## src/design/scp_pkg.sv

```systemverilog
// Shared types and constants for the segment closest-points block.
// No dependencies; every other file imports this package.
package scp_pkg;

	localparam int COORD_BITS_DEF = 16;
	localparam int FRAC_BITS_DEF  = 16;
	localparam int FIELD_W        = 16;
	localparam int POINT_W        = 32;
	localparam int PARAM_W        = 24;
	localparam int MODE_W         = 4;

	// quotient magnitude bits kept before rounding, saturation cap is 2**QBITS
	localparam int QBITS   = 26;
	localparam int DIV_LAT = QBITS + 3;
	localparam int MUL_LAT = 2;

	localparam logic [MODE_W-1:0] CLAMP_RESET = 4'hF;
	localparam int CLAMP_S_LO = 0;
	localparam int CLAMP_S_HI = 1;
	localparam int CLAMP_T_LO = 2;
	localparam int CLAMP_T_HI = 3;

	typedef struct packed {
		logic signed [FIELD_W-1:0] p_start_x;
		logic signed [FIELD_W-1:0] p_start_y;
		logic signed [FIELD_W-1:0] p_start_z;
		logic signed [FIELD_W-1:0] p_end_x;
		logic signed [FIELD_W-1:0] p_end_y;
		logic signed [FIELD_W-1:0] p_end_z;
		logic signed [FIELD_W-1:0] q_start_x;
		logic signed [FIELD_W-1:0] q_start_y;
		logic signed [FIELD_W-1:0] q_start_z;
		logic signed [FIELD_W-1:0] q_end_x;
		logic signed [FIELD_W-1:0] q_end_y;
		logic signed [FIELD_W-1:0] q_end_z;
	} item_t;

	typedef struct packed {
		logic signed [POINT_W-1:0] near_p_x;
		logic signed [POINT_W-1:0] near_p_y;
		logic signed [POINT_W-1:0] near_p_z;
		logic signed [POINT_W-1:0] near_q_x;
		logic signed [POINT_W-1:0] near_q_y;
		logic signed [POINT_W-1:0] near_q_z;
		logic signed [PARAM_W-1:0] param_s;
		logic signed [PARAM_W-1:0] param_t;
	} result_t;

endpackage

```

## src/design/scp_wmul.sv

```systemverilog
// Two-stage signed multiplier built from four half-width partial products.
// Depends on scp_pkg.
module scp_wmul import scp_pkg::*; #(
	parameter int W = 36
) (
	input  logic                  clk,
	input  logic signed [W-1:0]   x,
	input  logic signed [W-1:0]   y,
	output logic signed [2*W-1:0] p
);
	localparam int H  = W / 2;
	localparam int HW = W - H;
	localparam int PW = 2 * W;

	logic signed [2*HW-1:0]   hh_s1;
	logic signed [HW+H:0]     hl_s1, lh_s1;
	logic        [2*H-1:0]    ll_s1;

	always_ff @(posedge clk) begin
		hh_s1 <= $signed(x[W-1:H]) * $signed(y[W-1:H]);
		hl_s1 <= $signed(x[W-1:H]) * $signed({1'b0, y[H-1:0]});
		lh_s1 <= $signed(y[W-1:H]) * $signed({1'b0, x[H-1:0]});
		ll_s1 <= x[H-1:0] * y[H-1:0];
	end

	always_ff @(posedge clk) begin
		p <= (PW'(hh_s1) <<< (2 * H)) + ((PW'(hl_s1) + PW'(lh_s1)) <<< H)
			+ $signed(PW'(ll_s1));
	end

endmodule

```

## config.mk

```make
export PLATFORM = sky130hd
export DESIGN_NAME = scp_wmul
export DESIGN_NICKNAME = d
export VERILOG_FILES = /design/src/design/scp_pkg.sv /design/src/design/scp_wmul.sv
export SDC_FILE = /design/constraint.sdc
export NUM_CORES = 2
export LEC_CHECK = 0
export BUFFER_PORTS_ARGS = -buffer_cell sky130_fd_sc_hd__buf_2
export CORE_UTILIZATION = 45
export DETAILED_ROUTE_END_ITERATION = 12
export GPL_ROUTABILITY_DRIVEN = 0
export PLACE_DENSITY = 0.68
export SYNTH_ARGS = -nofsm -noshare
export SYNTH_HDL_FRONTEND = slang
export SYNTH_SLANG_ARGS = --single-unit
```

## constraint.sdc

```tcl
create_clock -name clk -period 6.2 [get_ports clk]
set_input_delay 0.62 -clock clk [delete_from_list [all_inputs] [get_ports clk]]
set_output_delay 0.62 -clock clk [all_outputs]
set_load 0.005 [all_outputs]
```

==> qor.yml <==
outcome: "complete, no violations"
setup_viol: 0
synth_area_leader_cell: "fa_1"
drv_cap: 0
use_met1_pct: 30.5
worstSetupPathType: "input pin to flip-flop"
fill_cells: 10700
seq_area_frac_synth_pct: 8.16
min_period_ns: 6.04
crit_buf_inv: 6
instances_no_fill: 8025
cp_slowest_cell: "fa_1"
clock_path_buffers: 3
async_flop_share_pct: 0
worstPathCellList: "buf_4 -> buf_4 -> and2_1 -> fa_1 -> fa_1 -> ha_1 -> inv_1 -> fa_1 -> inv_1 -> fa_1 -> inv_1 -> fa_1 -> inv_1 -> ha_4 -> and2_1 -> and3_1 -> a32o_2 -> nor3_4 -> o31ai_4 -> a31oi_4 -> nor3_2 -> o31ai_2 -> mux2_1 -> and4_1"
grt_pass1_vias: 44600
finalHoldViolations: 0
hpwl_mm: 122
r2r_slack_ns: 0.32
antenna_found_initial: 16
drive_above_1_share_pct: 13.7
synth_area_leaders: "fa_1 41%, ha_1 13%, inv_1 9.5%"
drcViolationCount: 0
cts_buffers: 30
synth_edf_count: 0
arrival_ns: 6.52
overflow: 0
critPathMaxStageDelay_ns: 0.58
clk_pin_slew_ns: 0.06
cts_tree: "done"
yosysWarnings: 0
portBuffers: 144
area_delta_synth_final_pct: 15.7
grt_pass1_wl_mm: 232
clock_skew_ns: 0.0253
end_kind: "flip-flop"
coreArea_um2: 118000
max_slew.worst_pin.slew_ns: 0.778
cts_max_level: 1
synth_most_common_cell: "inv_1"
hold_class: "flip-flop to flip-flop"
first_pass_iters: 5
num_rows: 126
die_h_um: 347
clkSinkCount: 218
ctsHoldBuffers: 0
wl_per_cell_um: 17.8
relSlewSlack_pct: 46.8
busiest_layer: "met2"
num_vias: 41000
drt-total-wl_mm: 142
ant_nets: 0
post-route-period-util_pct: 97.4
start_util_pct: 45.3
grtUsageTotal_pct: 24.4
worstSetupStartpointType: "input pin"
ys_seq_elements: 218
path_common_cell: "fa_1"
nets: 8191
synthTopCellsByCount: "1353 x inv_1, 1099 x fa_1, 687 x nand2_1"
dieArea_um2: 120000
syn_area_um2: 53500
netlist.area_leader.share_pct: 41.2
synth_cell_type_count: 81
syn_inst: 5946
critPathTopFamily: "adder cells"
die_w_um: 347
use_met3_pct: 3.31
drt_iter0_drc: 2401
required_ns: 6.69
via_per_inst: 5.11
clk_latency_ns: 0.61
grt_max_degree: 29
crit_fanout: 8
drv_slew: 0
use_met2_pct: 43.0
cts-root-buf: "clkbuf_16"
synthFlopType: "dfxtp_1"
syn-num-nets: 7677
syn_area_per_cell_um2: 8.99
pin_count: 145
dp_cells: 7957
fmax_mhz: 166
[kinds of logic after synthesis]
kind of cell               Yosys count  synth area share (%)
buffers and inverters             1616                  11.4
adders and majority gates         1658                  54.2
DFF                                218                  8.16
muxes                                4                0.0772
xor gates and xnor gates           201                  3.29
AOI/OAI and AO/OA                  567                  7.05
and+or+nand+nor                   1682                  15.8
[layer usage]
| metal | up-vias | wire [um] | share of wire, % |
|---|---|---|---|
| met1 | 20600 | 56800 | 40 |
| met2 | 1179 | 69600 | 49 |
| li1 | 18900 | - | - |
| met5 | - | 105 | 0.074 |
| met4 | 16 | 6190 | 4.3 |
| met3 | 300 | 9830 | 6.9 |
[flip-flops by register name, indices dropped and copies added (netlist names)]
name and count:
ll_s1 36, hh_s1 36, hl_s1 37, p 72, lh_s1 37
[path summary, 6_finish.rpt]
path,from,cells after the start,endpoint
max,y[12],24,hl_s1[36]
min,ll_s1[17],0,p[17]
max reg2reg,hl_s1[0],23,p[71]
min reg2reg,ll_s1[17],0,p[17]
[through the flow]
step           area (um2)  TNS [ns]  worst slack (ns)  utilization, %  hold slack [ns]
4_1_cts             61300         0         0.0000688            52.0            0.325
3_3_place_gp        60200    -18.27            -0.626            51.1            0.310
5_1_grt             61800    -0.106           -0.0367            52.4            0.335
2_1_floorplan       53800  -0.00809          -0.00740               -            0.310
3_5_place_dp        60200    -22.02            -0.729            51.1            0.312
6_report            61800         0             0.162            52.4            0.324
[what timing repair did]
action | 4_1_cts | 5_1_grt
setup endpoints to repair | 8 | 32
setup buffers | 0 | 5
pin swaps | 0 | 31
gates resized for setup | 10 | 117
cloned | 0 | 2
[cells in the final DEF, fill, tap and decap left out, types with 20 or more instances in the layout]
cell type and count:
and2_1 637, xor2_1 50, clkbuf_16 32, nor2b_1 27
buf_4 562, dfxtp_1 218, buf_2 108, nand2b_1 53
o21ai_0 88, o21a_1 36, inv_1 1352, a21oi_1 158
o21bai_1 25, nor3_1 20, fa_1 1095, xnor2_1 151
nand2_1 687, nor2_1 132, buf_12 49, a21o_1 94
ha_1 548, and3_1 26, nand3_1 38
[cell type report]
cell class | instances | area, um2 | share of cell area (%)
multi-input combinational | 4112 | 43400 | 70.1
antenna | 5 | 12.5 | 0.0202
clock buffer | 40 | 848 | 1.37
sequential | 218 | 4360 | 7.06
tap | 1536 | 1920 | 3.11
inverter | 1353 | 5080 | 8.21
timing repair buffer | 745 | 6020 | 9.73
clock inverter | 16 | 220 | 0.356
Power is not shown: default switching activity piles up to over one toggle a cycle in this logic, so the estimate is an artifact.
